[src/tvn_pkg.sv]
// Package for the three-vector normaliser: widths, payload types and stage records.
// No dependencies.
package tvn_pkg;
	localparam int COMPONENT_BITS = 16;
	localparam int FRACTION_BITS = 15;
	localparam int MAG_BITS = COMPONENT_BITS;
	localparam int SQ_BITS = 2 * MAG_BITS;
	localparam int SUM_BITS = SQ_BITS + 2;
	localparam int Q_BITS = FRACTION_BITS + 1;
	localparam int OUT_BITS = FRACTION_BITS + 1;
	localparam int NUM_BITS = SQ_BITS + 2 * FRACTION_BITS;
	localparam int QQ_BITS = 2 * Q_BITS;
	localparam int PROD_BITS = QQ_BITS + SUM_BITS;
	localparam int QSUM_BITS = Q_BITS + SUM_BITS;
	localparam int NCOMP = 3;

	typedef struct packed {
		logic signed [COMPONENT_BITS-1:0] comp_x;
		logic signed [COMPONENT_BITS-1:0] comp_y;
		logic signed [COMPONENT_BITS-1:0] comp_z;
	} vec_in_t;

	typedef struct packed {
		logic signed [OUT_BITS-1:0] unit_x;
		logic signed [OUT_BITS-1:0] unit_y;
		logic signed [OUT_BITS-1:0] unit_z;
		logic                       zero_vector;
	} vec_out_t;

	// One digit step: partial quotient per lane with its running q*q*sum and
	// q*sum, shared sum, lane targets.
	typedef struct packed {
		logic [NCOMP-1:0][Q_BITS-1:0]    q;
		logic [NCOMP-1:0][PROD_BITS-1:0] pp;
		logic [NCOMP-1:0][QSUM_BITS-1:0] qsum;
		logic [NCOMP-1:0][NUM_BITS-1:0]  rhs;
		logic [NCOMP-1:0]                neg;
		logic [SUM_BITS-1:0]             sum;
	} step_t;
endpackage

[src/tvn_digit.sv]
// One restoring square-root-free digit stage: try one quotient bit per lane.
// Depends on tvn_pkg.
module tvn_digit (
	input  logic                clk,
	input  logic                arst_n,
	input  logic                adv,
	input  logic [4:0]          bit_pos,
	input  logic                in_valid,
	input  tvn_pkg::step_t      in_data,
	output logic                out_valid,
	output tvn_pkg::step_t      out_data
);
	localparam logic [tvn_pkg::Q_BITS-1:0] ONE = tvn_pkg::Q_BITS'(1) << tvn_pkg::FRACTION_BITS;
	logic [tvn_pkg::NCOMP-1:0][tvn_pkg::Q_BITS-1:0]    q_nx;
	logic [tvn_pkg::NCOMP-1:0][tvn_pkg::PROD_BITS-1:0] pp_nx;
	logic [tvn_pkg::NCOMP-1:0][tvn_pkg::QSUM_BITS-1:0] qsum_nx;
	logic [tvn_pkg::Q_BITS-1:0]    cand [tvn_pkg::NCOMP];
	logic [tvn_pkg::PROD_BITS-1:0] pp_try [tvn_pkg::NCOMP];
	logic [tvn_pkg::NCOMP-1:0]     take;

	// (q + 2^b)^2 * sum = q*q*sum + (q*sum << (b+1)) + (sum << 2b): shifts and adds only.
	always_comb begin
		for (int i = 0; i < tvn_pkg::NCOMP; i++) begin
			cand[i] = in_data.q[i] | (tvn_pkg::Q_BITS'(1) << bit_pos);
			pp_try[i] = in_data.pp[i]
				+ (tvn_pkg::PROD_BITS'(in_data.qsum[i]) << (bit_pos + 5'd1))
				+ (tvn_pkg::PROD_BITS'(in_data.sum) << {bit_pos, 1'b0});
			take[i] = (cand[i] <= ONE) &&
				(pp_try[i] <= tvn_pkg::PROD_BITS'(in_data.rhs[i]));
			q_nx[i] = take[i] ? cand[i] : in_data.q[i];
			pp_nx[i] = take[i] ? pp_try[i] : in_data.pp[i];
			qsum_nx[i] = take[i] ?
				in_data.qsum[i] + (tvn_pkg::QSUM_BITS'(in_data.sum) << bit_pos) :
				in_data.qsum[i];
		end
	end

	always_ff @(posedge clk or negedge arst_n) begin
		if (!arst_n) out_valid <= 1'b0;
		else if (adv) out_valid <= in_valid;
	end

	always_ff @(posedge clk) begin
		if (adv) begin
			out_data.q <= q_nx;
			out_data.pp <= pp_nx;
			out_data.qsum <= qsum_nx;
			out_data.rhs <= in_data.rhs;
			out_data.neg <= in_data.neg;
			out_data.sum <= in_data.sum;
		end
	end
endmodule

[config.mk]
export PLATFORM = sky130hd
export DESIGN_NAME = tvn_digit
export DESIGN_NICKNAME = d
export VERILOG_FILES = /design/src/tvn_pkg.sv /design/src/tvn_digit.sv
export SDC_FILE = /design/constraint.sdc
export NUM_CORES = 2
export LEC_CHECK = 0
export BUFFER_PORTS_ARGS = -buffer_cell sky130_fd_sc_hd__buf_2
export CELL_PAD_IN_SITES_DETAIL_PLACEMENT = 1
export CELL_PAD_IN_SITES_GLOBAL_PLACEMENT = 1
export CORE_MARGIN = 8
export CORE_UTILIZATION = 24
export DETAILED_ROUTE_END_ITERATION = 12
export PLACE_DENSITY_LB_ADDON = 0.25
export SLEW_MARGIN = 20
export SYNTH_ARGS = -nofsm -noshare
export SYNTH_HDL_FRONTEND = slang
export SYNTH_SLANG_ARGS = --single-unit
[constraint.sdc]
create_clock -name clk -period 0.85 [get_ports clk]
set_input_delay 0.17 -clock clk [delete_from_list [all_inputs] [get_ports clk]]
set_output_delay 0.17 -clock clk [all_outputs]
set_load 0.005 [all_outputs]
==> impl_metrics.csv <==
group,metric,value,unit
placement,gp_congestion,0.9788,
global_route,grt_overflow_total,0,
yosys,syn_inst,6918,
placement,dpl.hpwl,371.7,mm
worst_setup_path,worstPathRequired,1400,ps
sta,drv_slew,0,
sta,slew_headroom,26.61,%
clock_tree,cts_tree,"done",
worst_setup_path,crit_slowest_cell,"or4_4",
layout,fin_cells,14800,
pwr,p_leak,0.05099,µW
routing,wl_met3,29.37,mm
yosys,ys_ff_latch,620,
routing,wire_per_inst,29.85,µm
clock_tree,insertion_delay,820,ps
yosys,yosysMostFrequentCell,"nand2_1",
routing,vias,74800,
global_route,grt_pass1_vias,78770,
sta,holdWs,57.00,ps
yosys,ys_seq_area_share,29.10,%
clock_tree,cts_buffers,86,
worst_setup_path,path_class,"in -> reg",
global_route,grt_max_degree,69,
clock_tree,htreeDepth,3,
sta,setup_viol,1627,
clock_tree,cts_buffer_depth,4,
layout,finalNetCount,12530,
routing,dr_wl_met2,196.8,mm
layout,syn_to_final_growth,65.85,%
worst_setup_path,start_kind,"input pin",
pwr,power.total,237900,µW
layout,drive_above_1_share,42.74,%
sta,worst_pin_slew,1101,ps
yosys,synthFlopType,"edfxtp_1",
pwr,pwr_density_cell,2243,nW/µm²
sta,setup_ws,-7031,ps
yosys,async_flop_share,0.1613,%
sta,fin_crit,7881,ps
worst_setup_path,max_stage_delay,550,ps
worst_setup_path,crit_fanout,15,
worst_hold_path,hp-start,"in_data[369]",
outcome,violations,"setup timing",
yosys,netlist-cell-type-count,88,
sta,skew,0,ps
routing,top_layer,"met5",
floorplanning,die_h,532.3,µm
clock_tree,cts-root-buf,"clkbuf_16",
yosys,yosys_warnings,0,
outcome,status,"complete, but fails checks",
worst_setup_path,critPathCaptureType,"flop",
placement,dpl.cell_count,13940,
sta,finalCritPeriodShare,927.1,%
clock_tree,path_clk_slew,60,ps
yosys,yosys.area.top_type,"edfxtp_1",
global_route,grt_first_pass_wirelength,609.7,mm
routing,vias_per_cell,5.055,
floorplanning,die_x,532.3,µm
routing,drt_first_pass_iters,6,
yosys,synth_edf_count,619,
routing,drt-initial-drc-count,5553,
sta,hold_viol_final,0,
routing,wl,441.8,mm
flow_run,drv_cap,0,
floorplanning,floorplan.initialDensity,24.13,%
floorplanning,die_area,283300,µm²
pwr,ir_drop,1.463,mV
worst_hold_path,min_path_cells,3,
clock_tree,cts_num_sinks,620,
layout,fillCellCount,30930,
worst_setup_path,r2r_start,"out_valid",
global_route,grt_usage,29.73,%
sta,clock.fmax,126.9,MHz
floorplanning,core_area,265100,µm²
worst_hold_path,hp-class,"in -> reg",
placement,io_buffers,1247,
worst_setup_path,reg2reg_slack,110,ps
worst_setup_path,crit_top_cell,"buf_4",
routing,m1WireLength,197.9,mm
yosys,synth_nets,8278,
yosys,syn-cell-area,63970,µm²
worst_setup_path,critPathArrivalTime,8430,ps
worst_setup_path,timing.rr.end,"out_valid",
yosys,netlist_top_cells_area,"edfxtp_1 29%, ha_1 10%, fa_1 6.3%",
yosys,synth.avg_cell_area,9.246,µm²
global_route,antenna_found_initial,121,
worst_hold_path,hold_path_end,"out_data[369]",
floorplanning,std_cell_rows,189,
floorplanning,boundaryPins,1248,
worst_setup_path,ff2ff_path_depth,1,
routing,drc_errors,0,
yosys,synth_common_cells,"781 x nand2_1, 619 x edfxtp_1, 543 x a21oi_1",
routing,detail-route-antenna-nets,0,
yosys,synth_top_area_share,29.06,%
sta,rsz0062_at_grt,"yes",
-- layout make-up --
type                            instances  area, µm²  area share, %
Timing Repair Buffer                 4515      34450          32.48
Clock inverter                         46      523.0         0.4930
Inverter                              492       1864          1.757
Antenna cell                           41      102.6        0.09671
Sequential cell                       620      18610          17.55
Multi-Input combinational cell       5451      43880          41.36
Tap cell                             3533       4420          4.167
Clock buffer                          100       2226          2.098
-- per-layer routing --
metal  vias to the layer above  GRT usage, %
met2                      2701         47.60
met5                         -             0
met1                     37650         40.18
met3                       550         5.722
met4                        60         9.898
li1                      33840             -
-- per-stage QoR --
step           setup TNS (ps)  cell area (µm²)  setup slack (ps)  utilization (%)
4_1_cts              -3280170           105500             -6811            39.79
2_1_floorplan        -2869170            64600             -7332                -
3_5_place_dp         -3473950            94870             -8585            35.79
6_report             -3330070           106100             -7031            40.02
5_1_grt              -3487510           106000             -7322            40.00
3_3_place_gp         -3455370            94870             -8592            35.79
-- worst max-delay path: cells and delay by family --
| kind | cells | cell delay, ps |
|---|---|---|
| multiplexers | 1 | 330 |
| AO/OA/AOI/OAI | 8 | 1560 |
| XOR/XNOR | 2 | 360 |
| buffers and inverters | 13 | 1880 |
| adder cells (fa/ha/maj) | 4 | 1360 |
| AND/OR/NAND/NOR | 13 | 2720 |
-- how the worst max path moves through the flow --
stage               endpoint  slack (ps)  cells after the start  startpoint
2_1_floorplan  out_data[273]       -7330                     45  bit_pos[0]
3_3_place_gp   out_data[227]       -8590                     37  bit_pos[1]
3_5_place_dp   out_data[387]       -8580                     37  bit_pos[1]
4_1_cts        out_data[565]       -6810                     44  bit_pos[1]
5_1_grt        out_data[564]       -7320                     42  bit_pos[1]
6_report       out_data[565]       -7030                     41  bit_pos[1]
-- placed cells by master (no fill, tap or decap), types with 198 or more instances in the layout --
master / count
o21ai_0: 397
ha_1: 511
nor2_1: 415
a21oi_1: 482
fa_1: 198
buf_4: 2505
a21o_1: 297
dlygate4sd3_1: 592
buf_2: 1243
inv_1: 484
edfxtp_1: 619
nand2_1: 769
-- power breakdown --
group	internal, µW	switching [µW]	leakage (µW)
Sequential	37900	1750	0.00607
Clock	21700	15400	0.00133
Combinational	76600	84500	0.0436
-- sequential cells by signal (all words and copies together) (netlist names) --
| name | flops |
|---|---|
| out_data | 619 |
| out_valid | 1 |
-- cell families after synthesis --
kind of cell | share of synthesized area (%)
compound gates | 19.02
simple gates | 13.02
buf+inv | 5.256
fa+ha+maj | 16.68
flops | 29.10
mux | 12.56
xor+xnor | 4.368
-- what timing repair did --
action,CTS,global route
hold endpoints to repair,622,0
cloned,11,0
buffers inserted,52,22
endpoints found under the setup margin,1016,1627
resized for setup,314,88
pin swaps,76,48
hold buffers,592,0
Power figures use the tool's default switching activity.
